--- src/hdl/nkc_pkg.sv ---
// Shared constants, bus types and kernel placement helper for the normalized convolution block.
package nkc_pkg;

    // Pixel and window geometry.
    localparam int PIXEL_BITS       = 16;
    localparam int MAX_KERNEL_DIM   = 5;
    localparam int SMALL_KERNEL_DIM = 3;
    localparam int WIN_DIM          = 5;
    localparam int WIN_COUNT        = WIN_DIM * WIN_DIM;
    localparam int WIN_CENTER       = WIN_DIM / 2;
    localparam int SLOT_BITS        = 16;
    localparam int IN_BITS          = WIN_COUNT * SLOT_BITS;

    // Arithmetic widths.
    localparam int COEFF_BITS = 8;
    localparam int PROD_BITS  = PIXEL_BITS + COEFF_BITS;
    localparam int ROW_BITS   = PROD_BITS + 3;
    localparam int SUM_BITS   = PROD_BITS + 5;
    localparam int MAG_BITS   = SUM_BITS - 1;
    localparam int WROW_BITS  = COEFF_BITS + 3;
    localparam int WSUM_BITS  = COEFF_BITS + 5;
    localparam int DIV_BITS   = WSUM_BITS - 1;
    localparam int OUT_BITS   = 32;

    // Divider: DIV_STEP quotient bits per pipeline stage.
    localparam int DIV_STEP   = 4;
    localparam int DIV_STAGES = (MAG_BITS + DIV_STEP - 1) / DIV_STEP;
    localparam int NQ_BITS    = DIV_STAGES * DIV_STEP;

    // Pipeline depth: multiply, row sums, total, magnitude, divider stages, result.
    localparam int PIPE_STAGES   = 4 + DIV_STAGES + 1;
    localparam int MAX_INFLIGHT  = PIPE_STAGES + 2;
    localparam int INFLIGHT_BITS = $clog2(MAX_INFLIGHT + 1);

    // Configuration port.
    localparam int CFG_INDEX_BITS = 3;
    localparam int CFG_DATA_BITS  = 64;
    localparam int COEFF_PER_WORD = CFG_DATA_BITS / COEFF_BITS;

    typedef enum logic [CFG_INDEX_BITS-1:0] {
        CFG_COEFF_0     = 3'd0,
        CFG_COEFF_1     = 3'd1,
        CFG_COEFF_2     = 3'd2,
        CFG_COEFF_3     = 3'd3,
        CFG_KERNEL_SIZE = 3'd4
    } cfg_index_t;

    localparam logic KERNEL_SMALL = 1'b0;
    localparam logic KERNEL_FULL  = 1'b1;

    typedef logic [WIN_COUNT-1:0][COEFF_BITS-1:0] coeff_set_t;

    typedef struct packed {
        logic                                valid;
        logic [WIN_COUNT-1:0][PROD_BITS-1:0] prod;
        logic [WIN_COUNT-1:0][COEFF_BITS-1:0] wt;
    } prod_bus_t;

    typedef struct packed {
        logic                zero;
        logic                qneg;
        logic [SUM_BITS-1:0] sum;
        logic [DIV_BITS-1:0] den;
        logic [DIV_BITS-1:0] rem;
        logic [NQ_BITS-1:0]  nq;
    } div_work_t;

    typedef struct packed {
        logic      valid;
        div_work_t work;
    } div_bus_t;

    typedef struct packed {
        logic                valid;
        logic                zero;
        logic [OUT_BITS-1:0] value;
    } res_bus_t;

    // Coefficient index used by window pixel p for a dim x dim kernel centred
    // on the window, or -1 when the pixel lies outside the kernel.
    function automatic int tap_of(input int p, input int dim);
        int off;
        int r;
        int c;
        int k;
        off = WIN_CENTER - dim / 2;
        r   = p / WIN_DIM - off;
        c   = p % WIN_DIM - off;
        k   = r * dim + c;
        if (r < 0 || c < 0 || r >= dim || c >= dim || k >= WIN_COUNT) begin
            return -1;
        end
        return k;
    endfunction

endpackage

--- src/hdl/nkc_div.sv ---
// Pipelined restoring divider with sign fix-up and the zero-weight bypass.
module nkc_div (
    input  logic              clk,
    input  logic              rst_n,
    input  logic              en,
    input  nkc_pkg::div_bus_t in_bus,
    output nkc_pkg::res_bus_t out_bus
);

    nkc_pkg::div_work_t             work_reg  [nkc_pkg::DIV_STAGES];
    nkc_pkg::div_work_t             work_next [nkc_pkg::DIV_STAGES];
    logic [nkc_pkg::DIV_STAGES-1:0] vld_reg;
    logic                           res_valid_reg;
    logic                           res_zero_reg;
    logic [nkc_pkg::OUT_BITS-1:0]   res_value_reg;
    logic [nkc_pkg::OUT_BITS-1:0]   res_value_next;
    logic [nkc_pkg::OUT_BITS-1:0]   quot;
    nkc_pkg::div_work_t             last;

    for (genvar s = 0; s < nkc_pkg::DIV_STAGES; s++) begin : g_stage
        nkc_pkg::div_work_t src;

        if (s == 0) begin : g_first
            assign src = in_bus.work;
        end else begin : g_chain
            assign src = work_reg[s-1];
        end

        // DIV_STEP restoring steps; quotient bits shift in at the bottom of nq.
        always_comb
        begin
            logic [nkc_pkg::DIV_BITS:0]   trial;
            logic [nkc_pkg::DIV_BITS-1:0] r;
            logic [nkc_pkg::NQ_BITS-1:0]  w;
            r = src.rem;
            w = src.nq;
            for (int i = 0; i < nkc_pkg::DIV_STEP; i++)
            begin
                trial = {r, w[nkc_pkg::NQ_BITS-1]};
                w     = {w[nkc_pkg::NQ_BITS-2:0], 1'b0};
                if (trial >= {1'b0, src.den})
                begin
                    trial = trial - {1'b0, src.den};
                    w[0]  = 1'b1;
                end
                r = trial[nkc_pkg::DIV_BITS-1:0];
            end
            work_next[s]     = src;
            work_next[s].rem = r;
            work_next[s].nq  = w;
        end

        always_ff @(posedge clk)
        begin
            if (en)
            begin
                work_reg[s] <= work_next[s];
            end
        end
    end

    assign last = work_reg[nkc_pkg::DIV_STAGES-1];
    assign quot = nkc_pkg::OUT_BITS'(last.nq);

    always_comb
    begin
        if (last.zero)
        begin
            res_value_next = nkc_pkg::OUT_BITS'($signed(last.sum));
        end
        else if (last.qneg)
        begin
            res_value_next = -quot;
        end
        else
        begin
            res_value_next = quot;
        end
    end

    always_ff @(posedge clk or negedge rst_n)
    begin
        if (!rst_n)
        begin
            vld_reg       <= '0;
            res_valid_reg <= 1'b0;
        end
        else if (en)
        begin
            vld_reg       <= {vld_reg[nkc_pkg::DIV_STAGES-2:0], in_bus.valid};
            res_valid_reg <= vld_reg[nkc_pkg::DIV_STAGES-1];
        end
    end

    always_ff @(posedge clk)
    begin
        if (en)
        begin
            res_zero_reg  <= last.zero;
            res_value_reg <= res_value_next;
        end
    end

    assign out_bus.valid = res_valid_reg;
    assign out_bus.zero  = res_zero_reg;
    assign out_bus.value = res_value_reg;

endmodule

--- config.mk ---
export PLATFORM = sky130hd
export DESIGN_NAME = nkc_div
export DESIGN_NICKNAME = d
export VERILOG_FILES = /design/src/hdl/nkc_pkg.sv /design/src/hdl/nkc_div.sv
export SDC_FILE = /design/constraint.sdc
export NUM_CORES = 1
export LEC_CHECK = 0
export BUFFER_PORTS_ARGS = -buffer_cell sky130_fd_sc_hd__buf_4
export CORE_AREA = 4 4 391 393
export DETAILED_ROUTE_END_ITERATION = 16
export DIE_AREA = 0 0 395 397
export HOLD_SLACK_MARGIN = 0.08
export SLEW_MARGIN = 20
export SYNTH_ARGS = -nofsm -noshare
export SYNTH_HDL_FRONTEND = slang
export SYNTH_SLANG_ARGS = --single-unit
export TNS_END_PERCENT = 50
--- constraint.sdc ---
create_clock -name clk -period 13 [get_ports clk]
set_input_delay 0.65 -clock clk [delete_from_list [all_inputs] [get_ports clk]]
set_output_delay 0.65 -clock clk [all_outputs]
set_load 0.02 [all_outputs]
==> flow_summary.toml <==
[worst_setup_path]
path_buf_inv = 4
cp-end-kind = "flop"
critPathLaunchType = "flop"
criticalPathCategory = "reg2reg"
cpMostUsedCell = "o21ai_0"
regToRegSetupSlack_ps = 1120
slowest_delay_ps = 770
required_ps = 13370
crit_path_top_delay_cell = "a21oi_2"
cp.arrival_ps = 12260
crit_family = "compound AO/OA/AOI/OAI gates"
cp_max_fo = 19

[yosys]
synthCells = 3206
synth.yosys.seq_area_share = 0.4835
yosys_warnings = 0
synth_top_cell_by_area = "edfxtp_1"
yosysUniqueCellTypes = 96
yosys-top-cells-area = "edfxtp_1 48%, ha_1 11%, mux2_2 5.7%"
synth_commonest_cells = "590 x edfxtp_1, 337 x ha_1, 244 x inv_1"
synth.most_common_cell = "edfxtp_1"
synth_seq_cells = 598
syn_avg_cell_area_um2 = 11.56
syn_area_mm2 = 0.03706
synth_nets = 3657
ys.flop_type = "edfxtp_1"
synth_edf_count = 590
synth-async-reset-ratio = 0.01338
synth_top_area_frac = 0.4781

[final_layout]
multi_input_area_mm2 = 0.01795
largest_register_ffs = 557
final_area_mm2 = 0.04265
fillers = 15332
regArea_mm2 = 0.01792
fin_cells = 5436
drive_above_1_share = 0.1419
fin_nets = 3814
syn_to_final_growth_pct = 15.10

[sta]
finalMaxSlewViolations = 0
setup_violations = 0
worst_slew_pin_slew_ps = 1006
period_needed_ps = 11890
min_period_over_period = 0.9142
finalSetupTns_ps = 0
max_freq_mhz = 84.14
hold_viol = 0
clock_skew_ps = 31.22
worst_slack_ps = 1115
slew_headroom = 0.3292
rsz0062_at_grt = "no"

[grt]
grt_max_degree = 185
grt_usage = 0.1112
grt-ovfl-total = 0
antenna_found_initial = 8
grt_first_pass_wirelength_um = 137500
grt_pass1_vias = 24138

[hold_path]
hp-class = "in2reg"

[clocking]
root_buffer = "clkbuf_16"
tritoncts = "done"
htreeDepth = 3
worstSkewPairLatency_ps = 630
path_clk_slew_ps = 60
clockBufferDepth = 3
cts_sinks = 598
numCtsBuffers = 69
cts.repair.resized = 0

[placement]
gp_congestion = 0.8900
pre_cts_ws_ps = 1166
postPlaceCellArea_mm2 = 0.04034
port_buffers = 120
dp.cells = 5307
post-dp-hpwl_um = 68490

[route]
postRouteAntennaNets = 0
vias = 24757
wire_per_inst_um = 16.46
drtPass1Iterations = 5
drcViolationCount = 0
finalWirelength_um = 89500
dr.first_iter.drc_count = 1821
via_per_inst = 4.554

[floorplanning]
core_mm2 = 0.1494
die_y_um = 397
die-area_mm2 = 0.1568
die-width_um = 395
rows = 142
start_util = 0.2480
ios = 121

[outcome]
status = "finished clean"

[flow_run]
drv_cap = 0
## layer usage
metal	GRT usage	vias up	routed length, µm
met5	0	-	34
met1	0.1542	11757	42460
li1	-	12348	-
met4	0.03533	4	2577
met3	0.02174	133	4901
met2	0.1746	515	39520
## kinds of logic (layout without fill, tap and decap cells)
logic type,Yosys count,after routing,synth area share
AOI/OAI and AO/OA,759,759,0.1317
buffers and inverters,296,508,0.03201
adders and majority gates,364,364,0.1284
DFF,598,598,0.4835
muxes,243,243,0.07337
other,0,2,0
xor gates and xnor gates,228,228,0.05389
and+or+nand+nor,718,718,0.09714
## through the flow
| stage | utilization | hold slack (ps) |
|---|---|---|
| 2_1_floorplan | - | 354.4 |
| 3_3_place_gp | 0.2700 | 400.3 |
| 3_5_place_dp | 0.2700 | 404.5 |
| 4_1_cts | 0.2854 | 132.4 |
| 5_1_grt | 0.2854 | 144.8 |
| 6_report | 0.2855 | 197.7 |
## cell usage in the layout (no fill, tap or decap), types with 14 or more instances in the layout
cell type / instances
a21o_1: 85
a211oi_1: 16
a31oi_1: 22
ha_1: 337
o21ai_0: 202
inv_1: 244
or3_1: 16
o31ai_1: 21
nand3_1: 45
fa_1: 27
nor2b_1: 62
a21oi_1: 197
edfxtp_1: 590
o21bai_1: 24
nor3_1: 54
o21a_1: 51
mux2_2: 188
a21boi_0: 22
mux2i_1: 38
or2_2: 14
xor2_1: 81
xnor2_1: 147
buf_4: 130
clkbuf_16: 73
nor2_1: 169
nand2b_1: 35
nand2_1: 191
nand4_1: 51
## cell type report
type                       count  area share
antenna                        2   0.0001173
clock buffer                  85     0.04388
clock inverter                41     0.01003
inverter                     249     0.02191
multi-input combinational   2312      0.4209
sequential                   598      0.4201
tap                         2016     0.05914
timing repair buffer         133     0.02394
## worst paths after layout
check,depth (start not counted),end,startpoint
max in group asynchronous,2,vld_reg[5],rst_n
hold reg to reg,0,work_reg[6][71],work_reg[5][71]
setup / recovery,43,work_reg[2][30],work_reg[1][41]
hold / removal,1,work_reg[0][54],in_bus[54]
setup reg to reg,43,work_reg[2][30],work_reg[1][41]
min in group asynchronous,2,vld_reg[0],rst_n
## what timing repair did
action / 4_1_cts / 5_1_grt
hold buffers: 1 / 0
setup buffers: 0 / 0
setup endpoints to repair: 0 / 0
hold endpoints to repair: 8 / 0
Power is not shown: default switching activity piles up to over one toggle a cycle in this logic, so the estimate is an artifact.
