--- src/hdl/nkc_pkg.sv ---
// Shared constants, bus types and kernel placement helper for the normalized convolution block.
package nkc_pkg;

    // Pixel and window geometry.
    localparam int PIXEL_BITS       = 16;
    localparam int MAX_KERNEL_DIM   = 5;
    localparam int SMALL_KERNEL_DIM = 3;
    localparam int WIN_DIM          = 5;
    localparam int WIN_COUNT        = WIN_DIM * WIN_DIM;
    localparam int WIN_CENTER       = WIN_DIM / 2;
    localparam int SLOT_BITS        = 16;
    localparam int IN_BITS          = WIN_COUNT * SLOT_BITS;

    // Arithmetic widths.
    localparam int COEFF_BITS = 8;
    localparam int PROD_BITS  = PIXEL_BITS + COEFF_BITS;
    localparam int ROW_BITS   = PROD_BITS + 3;
    localparam int SUM_BITS   = PROD_BITS + 5;
    localparam int MAG_BITS   = SUM_BITS - 1;
    localparam int WROW_BITS  = COEFF_BITS + 3;
    localparam int WSUM_BITS  = COEFF_BITS + 5;
    localparam int DIV_BITS   = WSUM_BITS - 1;
    localparam int OUT_BITS   = 32;

    // Divider: DIV_STEP quotient bits per pipeline stage.
    localparam int DIV_STEP   = 4;
    localparam int DIV_STAGES = (MAG_BITS + DIV_STEP - 1) / DIV_STEP;
    localparam int NQ_BITS    = DIV_STAGES * DIV_STEP;

    // Pipeline depth: multiply, row sums, total, magnitude, divider stages, result.
    localparam int PIPE_STAGES   = 4 + DIV_STAGES + 1;
    localparam int MAX_INFLIGHT  = PIPE_STAGES + 2;
    localparam int INFLIGHT_BITS = $clog2(MAX_INFLIGHT + 1);

    // Configuration port.
    localparam int CFG_INDEX_BITS = 3;
    localparam int CFG_DATA_BITS  = 64;
    localparam int COEFF_PER_WORD = CFG_DATA_BITS / COEFF_BITS;

    typedef enum logic [CFG_INDEX_BITS-1:0] {
        CFG_COEFF_0     = 3'd0,
        CFG_COEFF_1     = 3'd1,
        CFG_COEFF_2     = 3'd2,
        CFG_COEFF_3     = 3'd3,
        CFG_KERNEL_SIZE = 3'd4
    } cfg_index_t;

    localparam logic KERNEL_SMALL = 1'b0;
    localparam logic KERNEL_FULL  = 1'b1;

    typedef logic [WIN_COUNT-1:0][COEFF_BITS-1:0] coeff_set_t;

    typedef struct packed {
        logic                                valid;
        logic [WIN_COUNT-1:0][PROD_BITS-1:0] prod;
        logic [WIN_COUNT-1:0][COEFF_BITS-1:0] wt;
    } prod_bus_t;

    typedef struct packed {
        logic                zero;
        logic                qneg;
        logic [SUM_BITS-1:0] sum;
        logic [DIV_BITS-1:0] den;
        logic [DIV_BITS-1:0] rem;
        logic [NQ_BITS-1:0]  nq;
    } div_work_t;

    typedef struct packed {
        logic      valid;
        div_work_t work;
    } div_bus_t;

    typedef struct packed {
        logic                valid;
        logic                zero;
        logic [OUT_BITS-1:0] value;
    } res_bus_t;

    // Coefficient index used by window pixel p for a dim x dim kernel centred
    // on the window, or -1 when the pixel lies outside the kernel.
    function automatic int tap_of(input int p, input int dim);
        int off;
        int r;
        int c;
        int k;
        off = WIN_CENTER - dim / 2;
        r   = p / WIN_DIM - off;
        c   = p % WIN_DIM - off;
        k   = r * dim + c;
        if (r < 0 || c < 0 || r >= dim || c >= dim || k >= WIN_COUNT) begin
            return -1;
        end
        return k;
    endfunction

endpackage

--- src/hdl/nkc_sum.sv ---
// Adder stages: row sums, window total and signed magnitudes for the divider.
module nkc_sum (
    input  logic               clk,
    input  logic               rst_n,
    input  logic               en,
    input  nkc_pkg::prod_bus_t in_bus,
    output nkc_pkg::div_bus_t  out_bus
);

    logic signed [nkc_pkg::ROW_BITS-1:0]  row_next  [nkc_pkg::WIN_DIM];
    logic signed [nkc_pkg::ROW_BITS-1:0]  row_reg   [nkc_pkg::WIN_DIM];
    logic signed [nkc_pkg::WROW_BITS-1:0] wrow_next [nkc_pkg::WIN_DIM];
    logic signed [nkc_pkg::WROW_BITS-1:0] wrow_reg  [nkc_pkg::WIN_DIM];
    logic signed [nkc_pkg::SUM_BITS-1:0]  sum_next;
    logic signed [nkc_pkg::SUM_BITS-1:0]  sum_reg;
    logic signed [nkc_pkg::WSUM_BITS-1:0] wsum_next;
    logic signed [nkc_pkg::WSUM_BITS-1:0] wsum_reg;
    logic [nkc_pkg::MAG_BITS-1:0]         mag;
    logic [nkc_pkg::SUM_BITS-1:0]         neg_sum;
    logic [nkc_pkg::WSUM_BITS-1:0]        neg_wsum;
    nkc_pkg::div_work_t                   work_next;
    nkc_pkg::div_work_t                   work_reg;
    logic [2:0]                           vld_reg;

    // Stage two: one sum per window row.
    always_comb
    begin
        for (int r = 0; r < nkc_pkg::WIN_DIM; r++)
        begin
            row_next[r]  = '0;
            wrow_next[r] = '0;
            for (int c = 0; c < nkc_pkg::WIN_DIM; c++)
            begin
                row_next[r] = row_next[r] +
                    nkc_pkg::ROW_BITS'($signed(in_bus.prod[r*nkc_pkg::WIN_DIM+c]));
                wrow_next[r] = wrow_next[r] +
                    nkc_pkg::WROW_BITS'($signed(in_bus.wt[r*nkc_pkg::WIN_DIM+c]));
            end
        end
    end

    // Stage three: window totals.
    always_comb
    begin
        sum_next  = '0;
        wsum_next = '0;
        for (int r = 0; r < nkc_pkg::WIN_DIM; r++)
        begin
            sum_next  = sum_next + nkc_pkg::SUM_BITS'(row_reg[r]);
            wsum_next = wsum_next + nkc_pkg::WSUM_BITS'(wrow_reg[r]);
        end
    end

    // Stage four: split into sign and magnitude for the unsigned divider.
    always_comb
    begin
        neg_sum        = -sum_reg;
        neg_wsum       = -wsum_reg;
        mag            = sum_reg[nkc_pkg::SUM_BITS-1] ? neg_sum[nkc_pkg::MAG_BITS-1:0]
                                                      : sum_reg[nkc_pkg::MAG_BITS-1:0];
        work_next.zero = (wsum_reg == '0);
        work_next.qneg = sum_reg[nkc_pkg::SUM_BITS-1] ^ wsum_reg[nkc_pkg::WSUM_BITS-1];
        work_next.sum  = sum_reg;
        work_next.den  = wsum_reg[nkc_pkg::WSUM_BITS-1] ? neg_wsum[nkc_pkg::DIV_BITS-1:0]
                                                        : wsum_reg[nkc_pkg::DIV_BITS-1:0];
        work_next.rem  = '0;
        work_next.nq   = nkc_pkg::NQ_BITS'(mag);
    end

    always_ff @(posedge clk or negedge rst_n)
    begin
        if (!rst_n)
        begin
            vld_reg <= '0;
        end
        else if (en)
        begin
            vld_reg <= {vld_reg[1:0], in_bus.valid};
        end
    end

    always_ff @(posedge clk)
    begin
        if (en)
        begin
            row_reg  <= row_next;
            wrow_reg <= wrow_next;
            sum_reg  <= sum_next;
            wsum_reg <= wsum_next;
            work_reg <= work_next;
        end
    end

    assign out_bus.valid = vld_reg[2];
    assign out_bus.work  = work_reg;

endmodule

--- config.mk ---
export PLATFORM = sky130hd
export DESIGN_NAME = nkc_sum
export DESIGN_NICKNAME = d
export VERILOG_FILES = /design/src/hdl/nkc_pkg.sv /design/src/hdl/nkc_sum.sv
export SDC_FILE = /design/constraint.sdc
export NUM_CORES = 2
export LEC_CHECK = 0
export BUFFER_PORTS_ARGS = -buffer_cell sky130_fd_sc_hd__clkbuf_2
export CAP_MARGIN = 10
export CORE_AREA = 4 4 339 341
export CTS_CLUSTER_SIZE = 10
export DETAILED_ROUTE_END_ITERATION = 16
export DIE_AREA = 0 0 343 345
export SKIP_CTS_REPAIR_TIMING = 1
export SLEW_MARGIN = 25
export SYNTH_ARGS = -nofsm -noshare
export SYNTH_HDL_FRONTEND = slang
export SYNTH_SLANG_ARGS = --single-unit
--- constraint.sdc ---
create_clock -name clk -period 4.2 [get_ports clk]
set_input_delay 0.84 -clock clk [delete_from_list [all_inputs] [get_ports clk]]
set_output_delay 0.84 -clock clk [all_outputs]
set_load 0.02 [all_outputs]
==> reports/metrics.csv <==
stage;metric;value;unit
run_status;status;complete, but fails checks;
run_status;violated checks;setup timing;
worst_setup_path;delay-heaviest family, CP;adder cells;
sta;skew final;0.02427;ns
finish;number of flip-flops in the largest register;135;
yosys;Yosys warnings;0;
detailed_routing;vias per cell;4.242;
die;IO Pins;888;
place;Final GP Congestion;0.9505;
worst_hold_path;Min-Delay Path Class;input pin to async pin;
detailed_routing;final antenna-violating net count;0;
sta;pins over their slew limit;0;
worst_setup_path;slowest CP cell;fa_1;
yosys;Post-synth EDFFs;302;
yosys;ranking of synthesized cells by area;fa_1, edfxtp_1, inv_1, ha_1, xnor2_1;
finish;FILL cells;11060;
die;FP Rows;123;
yosys;FFs w/ async S/R, synth;0.9836;%
detailed_routing;Vias;29580;
finish;layout cell share with drive strength beyond 1;29.36;%
yosys;Seq/Total Area, Yosys;23.72;%
detailed_routing;Post-route DRC;0;
detailed_routing;DR iter-0 viols;1271;
yosys;Mapped Cells;4122;
detailed_routing;Routed WL;116.8;mm
global_route;vias in the first global route;31520;
global_route;total gr overflow;0;
die;Initial Util;34.46;%
yosys;synth unique cells;74;
worst_setup_path;CP Max Fanout;3;
finish;nets@finish;7088;
worst_setup_path;CP arrival;4.73;ns
worst_setup_path;CP max stage delay;0.52;ns
die;die footprint;118300;sq um
detailed_routing;DR WL/cell;16.75;um
yosys;most common cell in the netlist;inv_1;
yosys;syn_area_per_cell;9.354;sq um
cts;Clock Pin Slew Worst Setup and Hold Paths;0.06;ns
sta;part of the cycle the worst path needs;102.2;%
worst_setup_path;worst path bufs/invs;2;
detailed_routing;Pre-antenna DRT Iters;7;
global_route;overall routing resource usage;19.56;%
die;Core Area;111900;sq um
finish;area grow syn2layout;31.84;%
cts;Num CTS Buffers;42;
worst_setup_path;worst-path cell chain;inv_2 > fa_2 > fa_1 > fa_1 > inv_1 > ha_2 > fa_2 > a21oi_4 > o2111ai_4 > a221oi_2 > o21ai_2 > nand3_2 > o21ai_2 > or4b_4 > nand3_2;
cts;H-Tree Depth;2;
place;I/O Buffers;875;
yosys;Cell Area, Synth;38560;sq um
finish;Multi-input gate area;23980;sq um
sta;RSZ-0062 raised after global routing;true;
worst_setup_path;critical path startpoint category;flop;
yosys;ys flop type;edfxtp_1;
sta;Final min period;4.293;ns
sta;Fin. Hold Viols;0;
cts;CTS root buffer;clkbuf_16;
place;final HPWL from detailed placement;105.4;mm
flow_run;MaxCap Viol Count;0;
finish;Sequential Area;9144;sq um
sta;Final WS setup;-0.09297;ns
die;Die X;343;um
global_route;initial antenna violation count;13;
sta;Max-slew headroom;53.00;%
worst_setup_path;critical path type;flop to flop;
yosys;top cell type's share of synthesized area;31.98;%
cts;Max clock buf depth;3;
cts;CTS tree;done;
global_route;first-pass GRT wire length;176.1;mm
sta;Worst Max-Slew Pin Slew;0.6873;ns
yosys;Synth Register Bits;305;
die;Die Span Y;345;um
sta;f_max;0.2329;GHz
worst_setup_path;Worst Path Required;4.64;ns
worst_setup_path;CP endpoint kind;flop;
yosys;leading area contributor after synthesis;fa_1;
cts;CTS sink count;305;
yosys;top cells by count, synth;inv_1, fa_1, edfxtp_1;
finish;final core utilization;45.43;%
sta;endpoints failing setup;6;
cts;Clk Latency, worst-skew pair;0.58;ns
global_route;largest net degree at the start of global routing;94;
## stage by stage
| step | setup TNS (ns) | hold slack, ns | worst slack [ns] | instance area (sq um) | cells |
|---|---|---|---|---|---|
| global placement | -56.27 | 0.4820 | -1.125 | 48230 | 6871 |
| global route | -1.741 | 0.01343 | -0.2180 | 50820 | 6969 |
| floorplan | -3.964 | 0.4484 | -0.3457 | 39070 | 4133 |
| detailed placement | -57.40 | 0.4964 | -1.131 | 48230 | 6871 |
| finish | -0.3279 | 0.04982 | -0.09297 | 50830 | 6974 |
| CTS | -9.331 | 0.0005471 | -0.5682 | 49570 | 6948 |
## worst reg2reg max path: stages, from the launching register on
cell       delay (ns)
edfxtp_1         0.40
inv_2            0.08
fa_2             0.46
fa_1             0.52
fa_1             0.51
inv_1            0.04
ha_2             0.18
fa_2             0.38
a21oi_4          0.20
o2111ai_4        0.17
a221oi_2         0.28
o21ai_2          0.12
nand3_2          0.13
o21ai_2          0.09
or4b_4           0.48
nand3_2          0.11
## final timing paths
kind                                   startpoint  cells past startpoint                      to  slack, ns
min reg2reg                vld_reg[2]$_DFFE_PN0P_                      1  vld_reg[2]$_DFFE_PN0P_       0.51
min in group clk                      in_bus[800]                      2  vld_reg[0]$_DFFE_PN0P_       0.51
min                                         rst_n                      1  vld_reg[2]$_DFFE_PN0P_       0.05
max reg2reg                 row_reg[55]$_DFFE_PP_                     15   sum_reg[25]$_DFFE_PP_      -0.09
max in group asynchronous                   rst_n                      1  vld_reg[0]$_DFFE_PN0P_       4.04
max                         row_reg[55]$_DFFE_PP_                     15   sum_reg[25]$_DFFE_PP_      -0.09
## area by class of cell
type,count,area share [%]
clock inverter,18,0.4037
inverter,1786,13.25
multi-input combinational,1998,47.17
sequential,305,17.99
tap,1500,3.692
antenna,7,0.03446
clock buffer,59,2.233
timing repair buffer,1301,15.23
## routing by layer
layer	part of all wire (%)	global-route usage [%]	up-vias
met5	0.035	0	-
met2	52	35.25	692
met1	40	24.59	14150
li1	-	-	14640
met4	1.7	3.843	6
met3	6.3	3.408	104
## placed cells by master, fill, tap and decap left out, types with 7 or more instances in the layout
| cell | netlist | layout |
|---|---|---|
| conb_1 | 1 | 12 |
| xor2_1 | 79 | 76 |
| nand3_1 | 34 | 27 |
| ha_1 | 234 | 197 |
| buf_4 | 14 | 411 |
| clkbuf_2 | 0 | 866 |
| fa_2 | 0 | 17 |
| buf_6 | 0 | 17 |
| nor2b_1 | 22 | 18 |
| o21ai_0 | 109 | 73 |
| ha_4 | 0 | 29 |
| nor3_1 | 20 | 17 |
| nand2b_1 | 24 | 22 |
| inv_1 | 1786 | 1748 |
| a21o_1 | 97 | 97 |
| a211oi_2 | 0 | 7 |
| fa_1 | 616 | 599 |
| o21ai_2 | 0 | 10 |
| edfxtp_1 | 302 | 302 |
| a21oi_2 | 0 | 24 |
| a21oi_1 | 150 | 115 |
| diode_2 | 0 | 7 |
| nand4_1 | 20 | 20 |
| inv_2 | 0 | 34 |
| a31oi_1 | 18 | 9 |
| ha_2 | 0 | 8 |
| o21a_1 | 21 | 19 |
| xnor2_1 | 147 | 141 |
| o21ai_1 | 1 | 24 |
| clkbuf_16 | 0 | 42 |
| clkbuf_1 | 28 | 15 |
| nor2_1 | 104 | 101 |
| nand2_1 | 116 | 115 |
| a21oi_4 | 0 | 11 |
| o21bai_1 | 17 | 16 |
| o31ai_1 | 13 | 8 |
## cells by family after synthesis
| kind of cell | after synthesis | share of synthesized area (%) |
|---|---|---|
| multiplexers | 5 | 0.1395 |
| AND/OR/NAND/NOR | 381 | 4.709 |
| other | 1 | 0.009726 |
| AO/OA/AOI/OAI | 524 | 8.762 |
| flip-flops | 305 | 23.72 |
| XOR/XNOR | 226 | 5.134 |
| buffers and inverters | 1830 | 17.95 |
| adder cells (fa/ha/maj) | 850 | 39.58 |
Power is left out: the tool's default activity adds up to more than one toggle a clock period on the data nets, which glitch-free logic cannot reach.
