===== config.mk =====
export PLATFORM = sky130hd
export DESIGN_NAME = nkc_out
export DESIGN_NICKNAME = d
export VERILOG_FILES = /design/src/hdl/nkc_pkg.sv /design/src/hdl/nkc_out.sv
export SDC_FILE = /design/constraint.sdc
export NUM_CORES = 1
export LEC_CHECK = 0
export ABC_AREA = 1
export BUFFER_PORTS_ARGS = -buffer_cell sky130_fd_sc_hd__buf_2
export CAP_MARGIN = 20
export CORE_MARGIN = 10
export CORE_UTILIZATION = 51
export CTS_CLUSTER_DIAMETER = 120
export CTS_CLUSTER_SIZE = 28
export DETAILED_ROUTE_END_ITERATION = 10
export PLACE_DENSITY = 0.81
export SETUP_SLACK_MARGIN = 0.3
export SLEW_MARGIN = 20
export SYNTH_ARGS = -nofsm -noshare
export SYNTH_HDL_FRONTEND = slang
export SYNTH_SLANG_ARGS = --single-unit

===== constraint.sdc =====
create_clock -name clk -period 3.65 [get_ports clk]
set_input_delay 0.9125 -clock clk [delete_from_list [all_inputs] [get_ports clk]]
set_output_delay 0.9125 -clock clk [all_outputs]
set_load 0.005 [all_outputs]

===== src/hdl/nkc_pkg.sv =====
// Shared constants, bus types and kernel placement helper for the normalized convolution block.
package nkc_pkg;

    // Pixel and window geometry.
    localparam int PIXEL_BITS       = 16;
    localparam int MAX_KERNEL_DIM   = 5;
    localparam int SMALL_KERNEL_DIM = 3;
    localparam int WIN_DIM          = 5;
    localparam int WIN_COUNT        = WIN_DIM * WIN_DIM;
    localparam int WIN_CENTER       = WIN_DIM / 2;
    localparam int SLOT_BITS        = 16;
    localparam int IN_BITS          = WIN_COUNT * SLOT_BITS;

    // Arithmetic widths.
    localparam int COEFF_BITS = 8;
    localparam int PROD_BITS  = PIXEL_BITS + COEFF_BITS;
    localparam int ROW_BITS   = PROD_BITS + 3;
    localparam int SUM_BITS   = PROD_BITS + 5;
    localparam int MAG_BITS   = SUM_BITS - 1;
    localparam int WROW_BITS  = COEFF_BITS + 3;
    localparam int WSUM_BITS  = COEFF_BITS + 5;
    localparam int DIV_BITS   = WSUM_BITS - 1;
    localparam int OUT_BITS   = 32;

    // Divider: DIV_STEP quotient bits per pipeline stage.
    localparam int DIV_STEP   = 4;
    localparam int DIV_STAGES = (MAG_BITS + DIV_STEP - 1) / DIV_STEP;
    localparam int NQ_BITS    = DIV_STAGES * DIV_STEP;

    // Pipeline depth: multiply, row sums, total, magnitude, divider stages, result.
    localparam int PIPE_STAGES   = 4 + DIV_STAGES + 1;
    localparam int MAX_INFLIGHT  = PIPE_STAGES + 2;
    localparam int INFLIGHT_BITS = $clog2(MAX_INFLIGHT + 1);

    // Configuration port.
    localparam int CFG_INDEX_BITS = 3;
    localparam int CFG_DATA_BITS  = 64;
    localparam int COEFF_PER_WORD = CFG_DATA_BITS / COEFF_BITS;

    typedef enum logic [CFG_INDEX_BITS-1:0] {
        CFG_COEFF_0     = 3'd0,
        CFG_COEFF_1     = 3'd1,
        CFG_COEFF_2     = 3'd2,
        CFG_COEFF_3     = 3'd3,
        CFG_KERNEL_SIZE = 3'd4
    } cfg_index_t;

    localparam logic KERNEL_SMALL = 1'b0;
    localparam logic KERNEL_FULL  = 1'b1;

    typedef logic [WIN_COUNT-1:0][COEFF_BITS-1:0] coeff_set_t;

    typedef struct packed {
        logic                                valid;
        logic [WIN_COUNT-1:0][PROD_BITS-1:0] prod;
        logic [WIN_COUNT-1:0][COEFF_BITS-1:0] wt;
    } prod_bus_t;

    typedef struct packed {
        logic                zero;
        logic                qneg;
        logic [SUM_BITS-1:0] sum;
        logic [DIV_BITS-1:0] den;
        logic [DIV_BITS-1:0] rem;
        logic [NQ_BITS-1:0]  nq;
    } div_work_t;

    typedef struct packed {
        logic      valid;
        div_work_t work;
    } div_bus_t;

    typedef struct packed {
        logic                valid;
        logic                zero;
        logic [OUT_BITS-1:0] value;
    } res_bus_t;

    // Coefficient index used by window pixel p for a dim x dim kernel centred
    // on the window, or -1 when the pixel lies outside the kernel.
    function automatic int tap_of(input int p, input int dim);
        int off;
        int r;
        int c;
        int k;
        off = WIN_CENTER - dim / 2;
        r   = p / WIN_DIM - off;
        c   = p % WIN_DIM - off;
        k   = r * dim + c;
        if (r < 0 || c < 0 || r >= dim || c >= dim || k >= WIN_COUNT) begin
            return -1;
        end
        return k;
    endfunction

endpackage


===== src/hdl/nkc_out.sv =====
// Output register with a skid entry; its fill state stalls the whole pipeline.
module nkc_out (
    input  logic                          clk,
    input  logic                          rst_n,
    input  nkc_pkg::res_bus_t             in_bus,
    input  logic                          m_tready,
    output logic                          m_tvalid,
    output logic [nkc_pkg::OUT_BITS-1:0]  m_tdata,
    output logic                          m_tuser,
    output logic                          en
);

    logic                         out_valid_reg;
    logic                         out_valid_next;
    logic                         out_zero_reg;
    logic                         out_zero_next;
    logic [nkc_pkg::OUT_BITS-1:0] out_value_reg;
    logic [nkc_pkg::OUT_BITS-1:0] out_value_next;
    logic                         skid_valid_reg;
    logic                         skid_valid_next;
    logic                         skid_zero_reg;
    logic                         skid_zero_next;
    logic [nkc_pkg::OUT_BITS-1:0] skid_value_reg;
    logic [nkc_pkg::OUT_BITS-1:0] skid_value_next;
    logic                         push;
    logic                         pop;

    assign en   = !skid_valid_reg;
    assign push = in_bus.valid && en;
    assign pop  = out_valid_reg && m_tready;

    always_comb
    begin
        out_valid_next  = out_valid_reg;
        out_zero_next   = out_zero_reg;
        out_value_next  = out_value_reg;
        skid_valid_next = skid_valid_reg;
        skid_zero_next  = skid_zero_reg;
        skid_value_next = skid_value_reg;
        if (skid_valid_reg)
        begin
            if (pop)
            begin
                out_zero_next   = skid_zero_reg;
                out_value_next  = skid_value_reg;
                skid_valid_next = 1'b0;
            end
        end
        else if (push)
        begin
            if (!out_valid_reg || pop)
            begin
                out_valid_next = 1'b1;
                out_zero_next  = in_bus.zero;
                out_value_next = in_bus.value;
            end
            else
            begin
                skid_valid_next = 1'b1;
                skid_zero_next  = in_bus.zero;
                skid_value_next = in_bus.value;
            end
        end
        else if (pop)
        begin
            out_valid_next = 1'b0;
        end
    end

    always_ff @(posedge clk or negedge rst_n)
    begin
        if (!rst_n)
        begin
            out_valid_reg  <= 1'b0;
            skid_valid_reg <= 1'b0;
        end
        else
        begin
            out_valid_reg  <= out_valid_next;
            skid_valid_reg <= skid_valid_next;
        end
    end

    always_ff @(posedge clk)
    begin
        out_zero_reg   <= out_zero_next;
        out_value_reg  <= out_value_next;
        skid_zero_reg  <= skid_zero_next;
        skid_value_reg <= skid_value_next;
    end

    assign m_tvalid = out_valid_reg;
    assign m_tdata  = out_value_reg;
    assign m_tuser  = out_zero_reg;

endmodule


==> metrics.txt, run 1 <==
largest family of logic cells by synthesized area simple AND/OR/NAND/NOR gates; CTS tree done; post-synthesis simple-gate area fraction between 15 and 20%; vias in the first global route roughly 1.6k; multiplexer area fraction after synthesis 0%; Die Y 91.5 um; Clock Pin Slew Worst Setup and Hold Paths approximately 0.06 ns; unrepaired setup endpoints after global routing false; Switching Power 700 uW; Via density 4.60; syn_nets 227; via count roughly 1.6k; Starting Density between 50% and 60%; Die ar. ~8400 sq um; most common cell after layout, fill and taps aside nand2_1; Ys Warns 0; routed wire length per instance between 10 and 15 um; fin nets approximately 300; worst reg2reg setup slack between 1.5 and 2 ns; final WL a little under 5000 um; largest net degree at the start of global routing 36; Worst Tran Pin Value 1.03 ns; Std-Cell Rows 25; CTS Root Cell clkbuf_8; Clk network pwr share a little over a fifth; number of max-cap violations 0; post-layout min period about 2.1 ns; initial antenna violation count 0; number of synthesized register bits between 60 and 70; CP Data Required Time between 2 and 3 ns; count of cell types in the netlist 12; H-tree depth 3; Max Clk Rate ~470 MHz; syn avg cell area approximately 14 sq um; skew final around 0.0025 ns; post-synthesis compound-gate area fraction less than 1%; width of the die ~90 um; Int Pwr 1580 uW; Final period util 58.6%; Seq pwr share 52.6%; Critical Path Sink Type primary output; Sw Ratio just over 30%; Final TNS setup 0 ns; outcome finished clean; share of layout cells above drive strength 1 between 30% and 40%; P&R area growth vs syn 20.2%; Post-Syn Area 2610 sq um; Crit Path Category reg -> out; Detailed Place HPWL about 3500 um; post-synthesis sequential area ratio approximately 78%; first-pass GRT wire length about 7900 um; DR DRC count 0; power per cell area 726 nW/um^2; Core Util, Final ~65%; max-slew violations 0; Hold Crit Class in -> async; Post-CTS Setup Inserts 0; Hold Vio Cnt, Final 0; Critical Path Start Type register; Post-Synth Adder-Cell Area 0%; Skew-Pair Late Insertion Delay 0.32 ns; post-CTS sizing 0; total global-route track usage 12.2%; Critical Path AT approximately 1.2 ns; grt ovf 0; smallest hold slack roughly 0.36 ns; Port-buffer cells just over 70; CTS Buf Count 9; crit path max fanout 35; routability cong. around 0.66; most frequent cells in the layout nand2_1, buf_2, edfxtp_1; Comb power frac a little over a quarter; core outline area roughly 4800 sq um; Longest Clk Path Bufs 2; post-synthesis xor/xnor area fraction 0%; antenna viol nets, final 0; Mapped Cells 190; # clock sinks 68; slew margin rel. between 30% and 40%; final setup fails 0; antenna cells 0; Worst VDD drop between 0.0006 and 0.0007 V; DR iter-0 viols 85; cts hold-fix bufs 0; First-pass DRT Iterations 4; Leak between 0.001 and 0.0015 uW; Top Ports 72
## power groups by stage
stage	clock network, uW	registers, uW	logic (uW)
after global routing	526	1220	685
after CTS	490	1200	617
after global placement	0	1210	594
final	478	1200	601
after detailed placement	0	1210	614
after floorplan	0	1230	407
## final cells by class
class                           count  area, sq um
Sequential cell                    68         2030
Clock buffer                       11          131
Fill cell                         367         1710
Tap cell                           67         83.8
Inverter                            5         26.3
Timing Repair Buffer               73          370
Multi-Input combinational cell    110          474
Clock inverter                      5         18.8
## stage by stage
| stage | setup WS (ns) | area [sq um] | std cells | power (uW) |
|---|---|---|---|---|
| floorplan | 0.609 | 2610 | 190 | 1640 |
| global placement | 1.30 | 2990 | 323 | 1800 |
| detailed placement | 1.27 | 2990 | 323 | 1830 |
| CTS | 1.48 | 3140 | 339 | 2310 |
| global route | 1.38 | 3140 | 339 | 2430 |
| finish | 1.51 | 3140 | 339 | 2280 |
## worst max-delay path, stage by stage (launching register included)
cell	delay (ns)
dfrtp_1	0.47
inv_8	0.25
buf_2	0.17
## path summary, 6_finish.rpt
| kind | start | endpoint | depth (start not counted) |
|---|---|---|---|
| min in group clk | skid_value_reg[20]$_DFFE_PP_ | m_tdata[20]$_DFFE_PP_ | 2 |
| worst max register to register | skid_valid_reg$_DFF_PN0_ | m_tdata[23]$_DFFE_PP_ | 3 |
| worst min-delay path | rst_n | skid_valid_reg$_DFF_PN0_ | 1 |
| max in group asynchronous | rst_n | m_tvalid$_DFFE_PN0P_ | 1 |
| worst max-delay path | skid_valid_reg$_DFF_PN0_ | en | 2 |
| worst min register to register | skid_value_reg[20]$_DFFE_PP_ | m_tdata[20]$_DFFE_PP_ | 2 |
## kinds of logic after synthesis
group / after synthesis
buffers and inverters: 12
AO/OA/AOI/OAI: 1
flip-flops: 68
AND/OR/NAND/NOR: 109
## cell usage after synthesis, drive strengths merged
cell / number / area, sq um
nand2: 106 / 445
edfxtp: 66 / 1980
buf: 7 / 88.8
inv: 5 / 26.3
dfrtp: 2 / 50.1
nor2: 2 / 7.51
a21oi: 1 / 5.00
nand3: 1 / 5.00
## per-layer routing
metal | wire length [um] | GRT usage, % | share of wire (%) | up-vias
met5 | 0 | 0 | 0 | -
met4 | 21 | 5.87 | 0.42 | 0
met3 | 409 | 5.02 | 8.2 | 2
met2 | 2530 | 20.1 | 51 | 50
met1 | 2000 | 13.2 | 40 | 722
li1 | - | - | - | 787
Note: power is estimated with default switching activity, not from simulation.
==> run 2: changes to the inputs <==
==> constraint.sdc (replaced) <==
create_clock -name clk -period 2.1 [get_ports clk]
set_input_delay 0.525 -clock clk [delete_from_list [all_inputs] [get_ports clk]]
set_output_delay 0.525 -clock clk [all_outputs]
set_load 0.005 [all_outputs]
==> metrics.txt, run 2 (synthesis gave the netlist of run 1 again) <==
outcome finished clean; slew margin rel. 82.2% (+51 points); Critical Path Sink Type primary output; total global-route track usage 11.9% (-0.29 points); slowest CP cell dfrtp_2; Detailed Place HPWL 3440 um (-1.0%); routability cong. 0.663 (-0.20%); # clock sinks 68 (unchanged); Via density 4.50 (-2.2%); First-pass DRT Iterations 4 (unchanged); max-slew violations 0 (unchanged); most frequent cells in the layout nand2_1, buf_2, edfxtp_1; H-tree depth 3 (unchanged); Max Clk Rate 593 MHz; Critical Path Start Type register; core outline area 4850 sq um (unchanged); number of max-cap violations 0 (unchanged); first-pass GRT wire length 7620 um (-4.1%); most common cell after layout, fill and taps aside nand2_1; Hold Vio Cnt, Final 0 (unchanged); CP cell instances clkinv_8 -> buf_2; width of the die 91.5 um (unchanged); antenna viol nets, final 0 (unchanged); post-layout min period 1.69 ns; share of layout cells above drive strength 1 40.4% (+2.6 points); CTS tree done; power per cell area 1260 nW/um^2 (+74%); Final period util 80.3%; Starting Density 53.8% (unchanged); Hold Crit Class in -> reg; antenna cells 0 (unchanged); Critical Path AT 1.16 ns (-0.07 ns); crit-path leading delay family flip-flops; Skew-Pair Late Insertion Delay 0.34 ns (+0.02 ns); CP Data Required Time 1.57 ns (-1.17 ns); Std-Cell Rows 25 (unchanged); Port-buffer cells 71 (unchanged); grt ovf 0 (unchanged); Leak 0.00138 uW (+1.9%); final WL 4860 um (-2.1%); Longest Clk Path Bufs 2 (unchanged); final setup fails 0 (unchanged); Final TNS setup 0 ns (unchanged); Clock Pin Slew Worst Setup and Hold Paths 0.07 ns (about the same); largest net degree at the start of global routing 36 (unchanged); DR DRC count 0 (unchanged); vias in the first global route 1618 (-0.12%); PnR Total Power 4030 uW (+77%); Die Y 91.5 um (unchanged); via count 1549 (-0.77%); CTS Root Cell clkbuf_8; Worst VDD drop 0.000692 V (+4.0%); DR iter-0 viols 70 (-18%); # fillers 350 (-4.6%); Top Ports 72 (unchanged); CP peak stage delay 0.44 ns (-0.03 ns); unrepaired setup endpoints after global routing false; crit path max fanout 35 (unchanged); P&R area growth vs syn 22.3%; Crit Path Category reg -> out; routed wire length per instance 14.1 um (-3.5%); Die ar. 8380 sq um (unchanged); Worst Tran Pin Value 0.266 ns (-0.763 ns); initial antenna violation count 0 (unchanged); fin nets 309 (+1.6%); skew final 0.0103 ns (+0.00778 ns); CTS Buf Count 9 (unchanged); critical path buffer and inverter count 2 (unchanged)
## run 2: changes by cell type in the layout (fill, tap and decap cells not counted), sizes merged
cell and change:
inv -1, buf +4, clkinvlp +2, dlygate4sd3 +1, clkinv -1
## run 2: metal layers
| metal | vias up | part of all wire [%] | wire length (um) | global-route usage, % |
|---|---|---|---|---|
| li1 | 801 | - | - | - |
| met2 | 65 | 49 | 2370 | 19.7 |
| met3 | 9 | 10 | 509 | 6.42 |
| met1 | 674 | 39 | 1900 | 11.6 |
| met4 | 0 | 1.7 | 82 | 6.66 |
| met5 | - | 0 | 0 | 0 |
## run 2: final timing paths
kind | startpoint | endpoint | slack [ns] | depth (start not counted)
worst max register to register | skid_valid_reg$_DFF_PN0_ | m_tdata[13]$_DFFE_PP_ | 0.55 | 4
worst min register to register | skid_value_reg[3]$_DFFE_PP_ | m_tdata[3]$_DFFE_PP_ | 0.51 | 2
min in group asynchronous | rst_n | m_tvalid$_DFFE_PN0P_ | 0.50 | 2
max in group asynchronous | rst_n | skid_valid_reg$_DFF_PN0_ | 1.49 | 2
worst min-delay path | in_bus[25] | skid_value_reg[25]$_DFFE_PP_ | 0.38 | 1
worst max-delay path | skid_valid_reg$_DFF_PN0_ | en | 0.41 | 2
## run 2: timing repair
action,in CTS,in global routing
hold buffers,1,0
setup buffers,0,0
hold endpoints to repair,2,0
resized for setup,0,2
setup endpoints to repair,0,1
## run 2: worst reg2reg max path: stages, from the launching register on
cell and delay, ns:
dfrtp_2 0.44, buf_4 0.21, nand2_1 0.13, a21oi_4 0.19
buf_4 0.26
## run 2: cell type report
cell class	instances	area, sq um	area share (%)
multi-input cells	110	474	14.9
clock inverters	5	28.8	0.901
repair buffers	78	410	12.9
clock buffers	11	131	4.11
well taps	67	83.8	2.63
flip-flops and latches	68	2030	63.7
inverters	5	31.3	0.980
## run 2: report_power, final
group / switching [uW] / leakage (uW) / internal, uW
Clock: 459 / 0.0000768 / 420
Combinational: 689 / 0.000667 / 390
Sequential: 99.3 / 0.000641 / 1980
Total: 1250 / 0.00138 / 2790
## run 2: stage by stage
step           setup WS [ns]  hold slack [ns]  std cells  cell area [sq um]  utilization, %
6_report               0.414            0.375        344               3190            65.9
5_1_grt                0.339            0.357        344               3190            65.9
4_1_cts                0.344            0.358        344               3190            65.7
3_5_place_dp           0.436            0.314        327               3020            62.2
3_3_place_gp           0.468            0.315        327               3020            62.2
2_1_floorplan          0.223            0.229        190               2620               -
==> run 3: changes to the inputs <==
--- a/config.mk
+++ b/config.mk
@@ -5,15 +5,15 @@
 export SDC_FILE = /design/constraint.sdc
 export NUM_CORES = 1
 export LEC_CHECK = 0
-export ABC_AREA = 1
+export ABC_AREA = 0
 export BUFFER_PORTS_ARGS = -buffer_cell sky130_fd_sc_hd__buf_2
 export CAP_MARGIN = 20
 export CORE_MARGIN = 10
-export CORE_UTILIZATION = 51
+export CORE_UTILIZATION = 46
 export CTS_CLUSTER_DIAMETER = 120
 export CTS_CLUSTER_SIZE = 28
 export DETAILED_ROUTE_END_ITERATION = 10
-export PLACE_DENSITY = 0.81
+export PLACE_DENSITY = 0.78
 export SETUP_SLACK_MARGIN = 0.3
 export SLEW_MARGIN = 20
 export SYNTH_ARGS = -nofsm -noshare
==> constraint.sdc (replaced) <==
create_clock -name clk -period 1.4 [get_ports clk]
set_input_delay 0.35 -clock clk [delete_from_list [all_inputs] [get_ports clk]]
set_output_delay 0.35 -clock clk [all_outputs]
set_load 0.005 [all_outputs]
==> metrics.txt, run 3 <==
width of the die 94.6 um (+3.3%); worst reg2reg setup slack 0.04 ns (-0.51 ns); top post-synthesis cells by count edfxtp_1, mux2_4, mux2_2; crit path max fanout 8 (-77%); Final Worst Setup Slack 0.0387 ns (-0.375 ns); syn_nets 152 (-33%); total global-route track usage 11.9% (about the same); Worst Tran Pin Value 0.175 ns (-0.0908 ns); share of layout cells above drive strength 1 65.7% (+25 points); skew final 0.00656 ns (-0.00377 ns); critical path launch point skid_valid_reg$_DFF_PN0_; Die ar. 8950 sq um (+6.8%); CTS Buf Count 9 (unchanged); post-synthesis simple-gate area fraction 0.831% (-17 points); post-synthesis sequential area ratio 79.4% (+1.6 points); routed wire length per instance 18.5 um (+31%); final WL 5320 um (+9.4%); Hold Vio Cnt, Final 0 (unchanged); first-pass GRT wire length 7850 um (+3.0%); Critical Path Start Type register; cell with the most instances after synthesis edfxtp_1; Skew-Pair Late Insertion Delay 0.33 ns (about the same); power per cell area 2080 nW/um^2 (+65%); syn avg cell area 22.2 sq um (+62%); First-pass DRT Iterations 4 (unchanged); Post-Syn Area 2560 sq um (-2.0%); Top Ports 72 (unchanged); DR iter-0 viols 68 (-2.9%); Max Clk Rate ~730 MHz; routability cong. 0.678 (+2.2%); Post-synth ARST share 2.94% (unchanged); Std-Cell Rows 27 (+8.0%); CTS tree done; most common cell after layout, fill and taps aside buf_2; Clock Pin Slew Worst Setup and Hold Paths 0.07 ns (about the same); fin area 3520 sq um (+10%); via count 1354 (-13%); top-area cell type share of the netlist area 77.5% (+1.5 points); Critical Path Sink Type register; largest family of logic cells by synthesized area multiplexers; multiplexer area fraction after synthesis 17.0% (+17 points); H-tree depth 3 (unchanged); reg-to-reg startpoint skid_valid_reg$_DFF_PN0_; slew margin rel. 88.3% (+6.1 points); placed inst area 3110 sq um (+3.2%); number of synthesized register bits 68 (unchanged); grt ovf 0 (unchanged); core outline area 5440 sq um (+12%); Crit Path Category reg -> reg; Ys Warns 0 (unchanged); P&R area growth vs syn 37.5%; most frequent cells in the layout buf_2, edfxtp_1, mux2_4; # clock sinks 68 (unchanged); fin nets 248 (-20%); CP Data Required Time 1.45 ns (-0.12 ns); Critical Path AT 1.41 ns (+0.25 ns); Reg-to-Reg End m_tdata[8]$_DFFE_PP_; antenna viol nets, final 0 (unchanged); Detailed Place HPWL 3480 um (+1.2%); unrepaired setup endpoints after global routing true; Mapped Cells 115 (-39%); largest net degree at the start of global routing 17 (-53%); count of cell types in the netlist 14 (+2); Die Y 94.6 um (+3.3%); vias in the first global route 1540 (-4.8%); Leak 0.00140 uW (+1.4%); Hold Crit Class in -> reg; max-slew violations 0 (unchanged); Post-Synth Adder-Cell Area 0% (unchanged); post-layout min period about 1.4 ns; Final period util between 90 and 100%; final setup fails 0 (unchanged); Worst VDD drop 0.00134 V (+94%); Via density 4.70 (+4.4%); number of max-cap violations 0 (unchanged); outcome finished clean; R2R cell count 4 (unchanged); DR DRC count 0 (unchanged); Port-buffer cells 71 (unchanged); Primary FF master, synth edfxtp_1; post-synthesis xor/xnor area fraction 0% (unchanged); DP Worst Slack 0.0144 ns (-0.421 ns); CTS Root Cell clkbuf_8; antenna cells 0 (unchanged); post-synthesis compound-gate area fraction 0.929% (+0.74 points); initial antenna violation count 0 (unchanged); number of synthesized flops with an enable pin 66 (unchanged); worst setup path endpoint m_tdata[8]$_DFFE_PP_; area leader, netlist edfxtp_1; Longest Clk Path Bufs 2 (unchanged); Starting Density 47.0% (-6.8 points); Area contributors post-synth edfxtp_1, mux2_4, mux2_2, dfrtp_1, buf_6
run 3: cell type report:
type / count / area, sq um
Inverter: 2 / 7.51
Timing Repair Buffer: 89 / 654
Clock inverter: 6 / 78.8
Fill cell: 385 / 1920
Tap cell: 72 / 90.1
Multi-Input combinational cell: 41 / 524
Clock buffer: 10 / 128
Sequential cell: 68 / 2030
run 3: kinds of logic (layout without fill, tap and decap cells):
kind of cell	count (synthesis)	after routing
AO/OA/AOI/OAI	4	4
AND/OR/NAND/NOR	4	4
buffers and inverters	6	107
multiplexers	33	33
flip-flops	68	68
run 3: metrics by stage:
stage / setup TNS, ns / util [%] / total power [uW] / std cells / hold slack, ns
finish: 0 / 64.7 / 7320 / 288 / 0.209
global route: -0.0270 / 64.7 / 7640 / 288 / 0.197
detailed placement: 0 / 57.2 / 5170 / 262 / 0.141
global placement: 0 / 57.2 / 5120 / 262 / 0.135
floorplan: -27.74 / - / 4290 / 115 / 0.0544
CTS: 0 / 63.8 / 7240 / 287 / 0.194
run 3: critical path: stages, from the launching register on:
cell       delay, ns
dfrtp_2         0.44
nand2b_4        0.18
a2bb2oi_4       0.17
buf_12          0.14
clkbuf_16       0.15
run 3: per-layer routing:
layer	GRT usage (%)	vias to the layer above	wire length [um]
met1	12.9	653	2130
met5	0	-	0
li1	-	643	-
met2	19.6	51	2720
met4	5.99	0	61
met3	4.92	7	405
run 3: worst min path at each step:
stage | start | end | slack, ns | cells past startpoint
3_3_place_gp | rst_n | m_tvalid$_DFFE_PN0P_ | 0.13 | 1
4_1_cts | in_bus[23] | skid_value_reg[23]$_DFFE_PP_ | 0.19 | 1
3_5_place_dp | rst_n | m_tvalid$_DFFE_PN0P_ | 0.14 | 1
6_report | in_bus[30] | skid_value_reg[30]$_DFFE_PP_ | 0.21 | 1
2_1_floorplan | rst_n | m_tvalid$_DFFE_PN0P_ | 0.05 | 0
5_1_grt | in_bus[30] | skid_value_reg[30]$_DFFE_PP_ | 0.20 | 1
run 3: where the power goes:
part | switching [uW] | internal, uW | total (uW) | leakage (uW)
Sequential | 167 | 2960 | 3130 | 0.000636
Combinational | 1050 | 1460 | 2510 | 0.000661
Clock | 694 | 988 | 1680 | 0.000107
Total | 1910 | 5410 | 7320 | 0.00140
run 3: what timing repair did:
action | in CTS | in global routing
gates cloned | 4 | 1
hold buffers | 1 | 0
pin swaps | 2 | 1
gates resized for setup | 13 | 6
buffers inserted | 4 | 0
endpoints found under the hold margin | 2 | 0
endpoints found under the setup margin | 134 | 134
